File: config.mk
export PLATFORM = sky130hd
export DESIGN_NAME = dtnm_cell
export DESIGN_NICKNAME = d
export VERILOG_FILES = /design/src/hdl/dtnm_pkg.sv /design/src/hdl/dtnm_cell.sv
export SDC_FILE = /design/constraint.sdc
export NUM_CORES = 1
export LEC_CHECK = 0
export BUFFER_PORTS_ARGS = -buffer_cell sky130_fd_sc_hd__buf_2
export CAP_MARGIN = 20
export CORE_UTILIZATION = 42
export CTS_BUF_LIST = sky130_fd_sc_hd__clkbuf_4 sky130_fd_sc_hd__clkbuf_8
export CTS_CLUSTER_DIAMETER = 80
export DETAILED_ROUTE_END_ITERATION = 12
export PLACE_DENSITY_LB_ADDON = 0.05
export SYNTH_ARGS = -nofsm -noshare
export SYNTH_HDL_FRONTEND = slang
export SYNTH_SLANG_ARGS = --single-unit
File: constraint.sdc
create_clock -name clk -period 0.8 [get_ports clk]
set_input_delay 0.04 -clock clk [delete_from_list [all_inputs] [get_ports clk]]
set_output_delay 0.04 -clock clk [all_outputs]
set_load 0.01 [all_outputs]
File: src/hdl/dtnm_pkg.sv
// Shared types and constants of the double-threshold neighbor mask block.
package dtnm_pkg;

	localparam int unsigned PIX_W         = 8;
	localparam int unsigned SIZE_W        = 11;
	localparam int unsigned POS_W         = 10;
	localparam int unsigned CFG_IDX_W     = 2;
	localparam int unsigned CFG_DATA_W    = 11;
	localparam int unsigned MAX_WIDTH_DEF = 1024;
	localparam int unsigned MAX_HEIGHT    = 1024;
	localparam int unsigned OQ_DEPTH      = 4;
	localparam int unsigned LINE_WORD_W   = 4;

	localparam logic [PIX_W-1:0]  LOW_THR_RST  = 8'd215;
	localparam logic [PIX_W-1:0]  HIGH_THR_RST = 8'd230;
	localparam logic [SIZE_W-1:0] FRAME_W_RST  = 11'd640;
	localparam logic [SIZE_W-1:0] FRAME_H_RST  = 11'd480;

	typedef enum logic [1:0] {
		CLS_BG     = 2'd0,
		CLS_MID    = 2'd1,
		CLS_STRONG = 2'd2
	} cls_t;

	typedef enum logic [CFG_IDX_W-1:0] {
		REG_LOW_THR  = 2'd0,
		REG_HIGH_THR = 2'd1,
		REG_FRAME_W  = 2'd2,
		REG_FRAME_H  = 2'd3
	} cfg_reg_t;

	// one column of the window: classes of three rows plus position tags
	typedef struct packed {
		logic             v;
		cls_t             up;
		cls_t             mid;
		cls_t             down;
		logic [POS_W-1:0] row;
		logic [POS_W-1:0] col;
		logic             first_col;
		logic             last_col;
		logic             last_row;
		logic             has_above;
		logic             inner_row;
	} col_t;

	// results caused by one pixel: A is the pixel above, B the pixel itself
	typedef struct packed {
		logic             has_a;
		logic             has_b;
		logic             bit_a;
		logic             bit_b;
		logic [POS_W-1:0] row;
		logic [POS_W-1:0] col;
		logic             last_col;
	} oq_rec_t;

	typedef struct packed {
		logic             mask_bit;
		logic [POS_W-1:0] pixel_row;
		logic [POS_W-1:0] pixel_col;
		logic             frame_done;
		logic             run_last;
	} res_t;

endpackage

File: src/hdl/dtnm_cell.sv
// Window cell: holds one column of classes and hands it on to its neighbor.
module dtnm_cell (
	input  logic           clk,
	input  logic           arst_n,
	input  logic           load,
	input  dtnm_pkg::col_t d,
	output dtnm_pkg::col_t q
);
	import dtnm_pkg::*;

	logic v_q;
	col_t pay_q;

	always_ff @(posedge clk or negedge arst_n) begin
		if (!arst_n) begin
			v_q <= 1'b0;
		end else if (load) begin
			v_q <= d.v;
		end
	end

	always_ff @(posedge clk) begin
		if (load) begin
			pay_q <= d;
		end
	end

	always_comb begin
		q = pay_q;
		q.v = v_q;
	end

endmodule

==> key figures <==
Yosys
  • Simple-Gate Fraction of Synth Area: 0
  • Netlist cell types: 4
  • Largest family of logic cells by synthesized area: multiplexers
  • Adder-cell area share of the yosys netlist: 0
  • Syn Std Cell Area: 978 um^2
  • Mapped Cells: 34
  • Synth Area in Compound Gates: 0
  • Leading area contributor after synthesis: edfxtp_1
  • Multiplexer share of the synthesized area: 0.0153
  • Post-synthesis xor/xnor area fraction: 0
  • Seq/Total Area, Yosys: 0.977
  • Area contributors post-synth: edfxtp_1 (95%), dfrtp_1 (2.6%), mux2_4 (1.5%), buf_4 (0.77%)
  • Syn avg cell area: 28.8 um^2
  • #FFs+latches synth: 32
  • Synth Net Count: 69
  • Ys Warns: 0
  • Top cell type's share of synthesized area: 0.951

Critical path
  • Worst path arrival time: 870 ps
  • Worst setup SP type: register
  • CP Buf/Inv Count: 1
  • R2R Setup Slk: 50 ps
  • Critical path type: register to primary output
  • Crit-path leading delay family: flip-flops
  • Reg-to-Reg End: v_q
  • Crit path largest cell delay: 400 ps
  • Worst path slowest cell: edfxtp_1
  • Reg2reg path depth: 1
  • Worst EP required: ~760 ps
  • Reg2reg start: v_q
  • CP endpoint kind: primary output
  • Crit-path max FO: 1
  • CP Cell Sequence: buf_2

Routing
  • Routed WL: 2.09 mm
  • Post-route DRC: 0
  • DRT Pass-1 Iters: 4
  • WL/cell: 12.3 um
  • Vias/cell: 4.15
  • 1st-iter DRT viols: 16
  • DR vias: 706
  • DRT antenna net count: 0

Pwr
  • Worst vdd ir: 1430 uV
  • Pwr per Cell Area: 1910 mW/mm^2
  • Leakage: approximately 0.00077 uW

Timing
  • Slew Viols, Final: 0
  • Worst Slack Setup Final: -113 ps
  • Setup violations, final: 32
  • Worst Max-Slew Pin Slew: approximately 220 ps
  • Final Hold Fails: 0
  • Fin Hold WS: 32.4 ps
  • Fmax: 1100 MHz
  • Worst rel slew slack: 0.856
  • Final Critical Period: 913 ps
  • Final Skew: 0 ps
  • RSZ-0062 raised after global routing: yes
  • Fin crit share: 1.14

Clock tree
  • CTS H-tree depth: 2
  • Worst-Skew Late Latency: 310 ps
  • Clock Sinks: 32
  • Total CTS buffers: 5
  • CTS tree: built
  • Clock Tree Buf Depth: 2
  • CTS resizes: 0
  • Clk slew on worst S/H paths: 90 ps
  • Root buf cell: clkbuf_4

Final layout
  • Commonest cells after routing, fill and taps aside: buf_2 (66), dlygate4sd3_1 (33), edfxtp_1 (31)
  • Ant. Diodes: 0
  • Nets@finish: between 150 and 200
  • Share of layout cells above drive strength 1: 0.535
  • Area grow syn2layout: 78.9%
  • Finished Layout Cells: 170
  • Most common cell after layout, fill and taps aside: buf_2
  • # fillers: 124

Die
  • Die height: 50.3 um
  • DIE AREA: 0.00253 mm^2
  • Num ports: 67
  • Floorplan row count: 17
  • Die width: 50.3 um
  • Initial Util: 0.442
  • Core area: 0.00221 mm^2

Outcome
  • Status: complete, but fails checks
  • Failing checks: setup timing

Global routing
  • All-layer global routing usage: 0.186
  • GRT Residual Overflow: 0
  • Largest net degree at the start of global routing: 18
  • First-pass GRT wire length: slightly above 3 mm
  • Antenna violations before repair: 0
  • Number of global-route vias before repair: 714

Placement
  • Placed cells: 129
  • GPL Wtd Cong: 0.706
  • Number of port buffers: 66

Hold path
  • Hold WC Path Type: input port to asynchronous set/reset pin

Flow run
  • Max-cap violations: 0
[flip-flops by register name (all words and copies together) (netlist names)]
name  flops
q        31
v_q       1
[cell families after synthesis]
logic type and after synthesis:
buf+inv 1, flops 32, mux 1
[worst max-delay path by stage]
stage          startpoint    end  slack [ps]  cells past startpoint
2_1_floorplan         v_q    v_q          70                      1
3_3_place_gp          v_q    v_q          60                      1
3_5_place_dp          v_q    v_q          50                      1
4_1_cts              q[4]   q[4]        -120                      1
5_1_grt             q[28]  q[28]        -160                      1
6_report            q[10]  q[10]        -110                      1
[repair_timing]
action / in CTS / in global routing
buffers inserted: 0 / 0
endpoints found under the hold margin: 33 / 0
endpoints found under the setup margin: 32 / 32
hold buffers: 33 / 0
[metal layers]
metal  up-vias  wire length (um)  global-route usage
met5         -                 0                   0
met4         0                10              0.0810
met3         2               195              0.0970
met2        43              1120               0.329
met1       312               763               0.175
li1        349                 -                   -
[cells in the mapped netlist]
cell,instances
edfxtp_1,31
dfrtp_1,1
buf_4,1
mux2_4,1
[power by group]
group	total (uW)	switching, uW	internal, uW
Clock	882	477	405
Combinational	454	189	266
Sequential	2010	31.7	1980
[per-stage QoR]
stage / TNS [ps] / power (uW) / setup WS, ps / util / area [um^2]
finish: -2200 / 3350 / -113 / 0.791 / 1750
global route: -3660 / 3490 / -160 / 0.791 / 1750
CTS: -2470 / 3350 / -118 / 0.791 / 1750
detailed placement: 0 / 2380 / 54.1 / 0.617 / 1360
global placement: 0 / 2370 / 62.2 / 0.617 / 1360
floorplan: 0 / 2150 / 70.6 / - / 978
[final cells by class]
| cell class | instances | area (um^2) | area share |
|---|---|---|---|
| clock buffers | 7 | 52.6 | 0.0300 |
| clock inverters | 1 | 3.75 | 0.00214 |
| multi-input cells | 1 | 15.0 | 0.00858 |
| flip-flops and latches | 32 | 956 | 0.546 |
| well taps | 28 | 35.0 | 0.0200 |
| repair buffers | 101 | 688 | 0.393 |
(Power assumes the default switching activity.)
