[config.mk]
export PLATFORM = sky130hd
export DESIGN_NAME = dtnm_outq
export DESIGN_NICKNAME = d
export VERILOG_FILES = /design/src/hdl/dtnm_pkg.sv /design/src/hdl/dtnm_outq.sv
export SDC_FILE = /design/constraint.sdc
export NUM_CORES = 1
export LEC_CHECK = 0
export BUFFER_PORTS_ARGS = -buffer_cell sky130_fd_sc_hd__buf_2
export CORE_ASPECT_RATIO = 1.4
export CORE_UTILIZATION = 50
export DETAILED_ROUTE_END_ITERATION = 8
export PLACE_DENSITY_LB_ADDON = 0.08
export SKIP_LAST_GASP = 1
export SYNTH_ARGS = -nofsm -noshare
export SYNTH_HDL_FRONTEND = slang
export SYNTH_SLANG_ARGS = --single-unit
[constraint.sdc]
create_clock -name clk -period 4.1 [get_ports clk]
set_input_delay 0.205 -clock clk [delete_from_list [all_inputs] [get_ports clk]]
set_output_delay 0.205 -clock clk [all_outputs]
set_load 0.02 [all_outputs]
[src/hdl/dtnm_pkg.sv]
// Shared types and constants of the double-threshold neighbor mask block.
package dtnm_pkg;

	localparam int unsigned PIX_W         = 8;
	localparam int unsigned SIZE_W        = 11;
	localparam int unsigned POS_W         = 10;
	localparam int unsigned CFG_IDX_W     = 2;
	localparam int unsigned CFG_DATA_W    = 11;
	localparam int unsigned MAX_WIDTH_DEF = 1024;
	localparam int unsigned MAX_HEIGHT    = 1024;
	localparam int unsigned OQ_DEPTH      = 4;
	localparam int unsigned LINE_WORD_W   = 4;

	localparam logic [PIX_W-1:0]  LOW_THR_RST  = 8'd215;
	localparam logic [PIX_W-1:0]  HIGH_THR_RST = 8'd230;
	localparam logic [SIZE_W-1:0] FRAME_W_RST  = 11'd640;
	localparam logic [SIZE_W-1:0] FRAME_H_RST  = 11'd480;

	typedef enum logic [1:0] {
		CLS_BG     = 2'd0,
		CLS_MID    = 2'd1,
		CLS_STRONG = 2'd2
	} cls_t;

	typedef enum logic [CFG_IDX_W-1:0] {
		REG_LOW_THR  = 2'd0,
		REG_HIGH_THR = 2'd1,
		REG_FRAME_W  = 2'd2,
		REG_FRAME_H  = 2'd3
	} cfg_reg_t;

	// one column of the window: classes of three rows plus position tags
	typedef struct packed {
		logic             v;
		cls_t             up;
		cls_t             mid;
		cls_t             down;
		logic [POS_W-1:0] row;
		logic [POS_W-1:0] col;
		logic             first_col;
		logic             last_col;
		logic             last_row;
		logic             has_above;
		logic             inner_row;
	} col_t;

	// results caused by one pixel: A is the pixel above, B the pixel itself
	typedef struct packed {
		logic             has_a;
		logic             has_b;
		logic             bit_a;
		logic             bit_b;
		logic [POS_W-1:0] row;
		logic [POS_W-1:0] col;
		logic             last_col;
	} oq_rec_t;

	typedef struct packed {
		logic             mask_bit;
		logic [POS_W-1:0] pixel_row;
		logic [POS_W-1:0] pixel_col;
		logic             frame_done;
		logic             run_last;
	} res_t;

endpackage

[src/hdl/dtnm_outq.sv]
// Result queue: one record per pixel, unrolled into one or two result items.
module dtnm_outq #(
	parameter int unsigned DEPTH = dtnm_pkg::OQ_DEPTH
) (
	input  logic                       clk,
	input  logic                       arst_n,
	input  logic                       push,
	input  dtnm_pkg::oq_rec_t          push_rec,
	output logic [$clog2(DEPTH+1)-1:0] count,
	output logic                       out_valid,
	input  logic                       out_ready,
	output dtnm_pkg::res_t             res
);
	import dtnm_pkg::*;

	localparam int unsigned PTR_W = (DEPTH > 1) ? $clog2(DEPTH) : 1;
	localparam int unsigned CNT_W = $clog2(DEPTH+1);

	oq_rec_t          mem_q [DEPTH];
	logic [PTR_W-1:0] wr_ptr_q;
	logic [PTR_W-1:0] rd_ptr_q;
	logic [CNT_W-1:0] count_q;
	logic             phase_q;
	oq_rec_t          head;
	logic             emit_b;
	logic             fire;
	logic             pop;

	assign head      = mem_q[rd_ptr_q];
	assign out_valid = (count_q != '0);
	assign count     = count_q;
	assign emit_b    = !head.has_a || phase_q;
	assign fire      = out_valid && out_ready;
	assign pop       = fire && (emit_b || !head.has_b);

	always_comb begin
		res.pixel_col = head.col;
		if (emit_b) begin
			res.mask_bit   = head.bit_b;
			res.pixel_row  = head.row;
			res.frame_done = head.last_col;
			res.run_last   = 1'b1;
		end else begin
			res.mask_bit   = head.bit_a;
			res.pixel_row  = head.row - POS_W'(1);
			res.frame_done = 1'b0;
			res.run_last   = !head.has_b;
		end
	end

	always_ff @(posedge clk or negedge arst_n) begin
		if (!arst_n) begin
			wr_ptr_q <= '0;
			rd_ptr_q <= '0;
			count_q  <= '0;
			phase_q  <= 1'b0;
		end else begin
			if (push) begin
				wr_ptr_q <= (wr_ptr_q == PTR_W'(DEPTH-1)) ? '0 : wr_ptr_q + PTR_W'(1);
			end
			if (pop) begin
				rd_ptr_q <= (rd_ptr_q == PTR_W'(DEPTH-1)) ? '0 : rd_ptr_q + PTR_W'(1);
				phase_q  <= 1'b0;
			end else if (fire) begin
				phase_q <= 1'b1;
			end
			count_q <= count_q + CNT_W'(push) - CNT_W'(pop);
		end
	end

	always_ff @(posedge clk) begin
		if (push) begin
			mem_q[wr_ptr_q] <= push_rec;
		end
	end

endmodule

==> run metrics <==
status=complete, no violations; Mapped Cells=204; Worst-Margin Slew=0.898 ns; Remaining Overflow, GRT=0; Bufs on Longest Clock Path=2; pwr/cell area=733 nW/um2; final WL=6950 um; worst min path class=input pin to flip-flop; Worst EP arrival=slightly below 3 ns; nets=307; Yosys warnings=0; setup_tns=0 ns; CTS Root Cell=clkbuf_16; Worst-path clk slew=around 0.07 ns; GRT Total Usage=0.178; Diodes inserted=0; worst reg-to-reg path cell count=9; Final HPWL DP=about 4400 um; initial antenna violation count=0; endpoints failing hold=0; WL/cell=18.4 um; Seq/Total Area, Yosys=0.748; Post-synth EDFFs=100; Post-synth top cells=edfxtp_1 (100), mux4_2 (19), dfrtp_1 (8); largest net degree at the start of global routing=26; vias=2,079; CP startpoint=rd_ptr_q[0]$_DFFE_PN0P_; first-iteration detailed-routing DRC count=82; H-tree levels=3; Max Clk Rate=320 MHz; Slew HR=0.401; CTS resizes=0; Worst Path Required=between 3 and 4 ns; Post-Syn Nets=241; std cell rows=39; CP endpoint=res[21]; most numerous cell in the Yosys netlist=edfxtp_1; prevailing post-synth register cell=edfxtp_1; largest area contributor in the netlist=edfxtp_1; die span in y=112 um; Avg Cell Area, Syn=21.0 um2; clock sink count=108; Port Buffers=55; Setup Buffers After CTS=0; layout cell share with drive strength beyond 1=0.375; Worst setup SP type=flip-flop; first-pass GRT wire length=between 10,000 and 15,000 um; critical path class=flip-flop to output pin; Final period util=0.761; placed inst area=about 4700 um2; DRC=0; Post-synth ARST share=0.0741; Netlist cell types=32; CORE AREA=8250 um2; IO Count=56; VDD IR max=0.000423 V; DR vias/cell=5.51; CTS buffer count=9; Antenna Nets Post-Route=0; setup slack after layout=0.979 ns; Place WS=~1.3 ns; Final setup viols=0; CTS tree=done; setup slack, reg-to-reg=1.33 ns; Critical R2R Capture=count[2]$_DFF_PN0_; Critical Path Fanout Max=18; DR pass1 iterations=4; final instance area=5000 um2; Initial Utilization=0.519; Crit. End Element=output pin; Synth Register Bits=roughly 110; total die area=between 8000 and 9000 um2; RSZ-0062 raised after global routing=false; die width=80.2 um; Yosys top cell area share=0.701; Final Wtd Congestion=~0.70; Leak=1.81 nW; Clock Skew=between 0.006 and 0.007 ns; Syn Std Cell Area=4280 um2; number of global-route vias before repair=2,193; area delta synth->final=16.7%; Clock Latency Late Sink=0.34 ns; Synth area leaders=edfxtp_1 (70%), mux4_2 (10%), dfrtp_1 (4.7%); Slew Limit Fails=0; Max-Cap Viols=0; Tmin final=roughly 3.1 ns; r2r startpoint=rd_ptr_q[0]$_DFFE_PN0P_
worst max-delay path: stages, from the launching register on:
cell     delay (ns)
dfrtp_2        0.71
mux4_2         0.64
or4_4          0.60
nor4_4         0.30
xor2_1         0.15
buf_2          0.17
through the flow:
step / power, W / std cells / hold slack, ns / utilization
after floorplan: 0.00250 / 204 / -0.0906 / -
after CTS: 0.00372 / 377 / 0.0610 / 0.606
after detailed placement: 0.00288 / 360 / 0.0569 / 0.570
final: 0.00366 / 377 / 0.0715 / 0.606
after global placement: 0.00287 / 360 / 0.0563 / 0.570
after global routing: 0.00388 / 377 / 0.0618 / 0.606
sequential cells by signal, summed over array words and instances, names as in the netlist:
name and count:
mem_q 100, phase_q 1, wr_ptr_q 2, rd_ptr_q 2, count 3
cells in the final DEF (no fill, tap or decap), types with 3 or more instances in the layout:
cell type / count
o21ai_0: 3
ha_1: 7
edfxtp_1: 100
clkbuf_16: 9
buf_4: 6
xor2_1: 6
inv_1: 6
dfrtp_1: 7
xnor2_1: 4
nand2_1: 6
and2_1: 4
mux4_2: 19
mux4_1: 4
mux2i_1: 5
nor2_1: 5
mux2_2: 4
buf_2: 55
cell families after synthesis:
kind of cell	count (synthesis)	synth area share
buffers and inverters	13	0.0137
AO/OA/AOI/OAI	6	0.00964
AND/OR/NAND/NOR	27	0.0368
XOR/XNOR	10	0.0204
multiplexers	32	0.147
adder cells (fa/ha/maj)	8	0.0251
flip-flops	108	0.748
area by class of cell:
cell class / count / area [um2]
clock buffer: 10 / 229
clock inverter: 6 / 65.1
fill: 620 / 3250
inverter: 6 / 22.5
multi-input combinational: 83 / 1020
sequential: 108 / 3200
tap: 102 / 128
timing repair buffer: 62 / 330
what timing repair did:
| item | 4_1_cts | 5_1_grt |
|---|---|---|
| hold buffers | 1 | 0 |
| endpoints found under the hold margin | 8 | 0 |
| endpoints found under the setup margin | 0 | 0 |
layer usage:
layer | track usage | routed length (um)
met1 | 0.209 | 2820
met2 | 0.307 | 3750
met3 | 0.0377 | 225
met4 | 0.0857 | 146
met5 | 0 | 0
worst min path at each step:
stage | slack (ns) | cells past startpoint | from | end
after floorplan | -0.09 | 0 | arst_n | count[0]$_DFF_PN0_
after global placement | 0.06 | 1 | arst_n | count[2]$_DFF_PN0_
after detailed placement | 0.06 | 1 | arst_n | count[2]$_DFF_PN0_
after CTS | 0.06 | 1 | push_rec[24] | mem_q[1][24]$_DFFE_PP_
after global routing | 0.06 | 1 | push_rec[22] | mem_q[3][22]$_DFFE_PP_
final | 0.07 | 1 | push_rec[24] | mem_q[1][24]$_DFFE_PP_
power breakdown:
part	internal (W)	switching, W	leakage, nW
Sequential	0.00143	0.000120	1.01
Clock	0.000473	0.000359	0.142
Combinational	0.000551	0.000735	0.651
Total	0.00245	0.00121	1.81
Note: power is estimated with default switching activity, not from simulation.
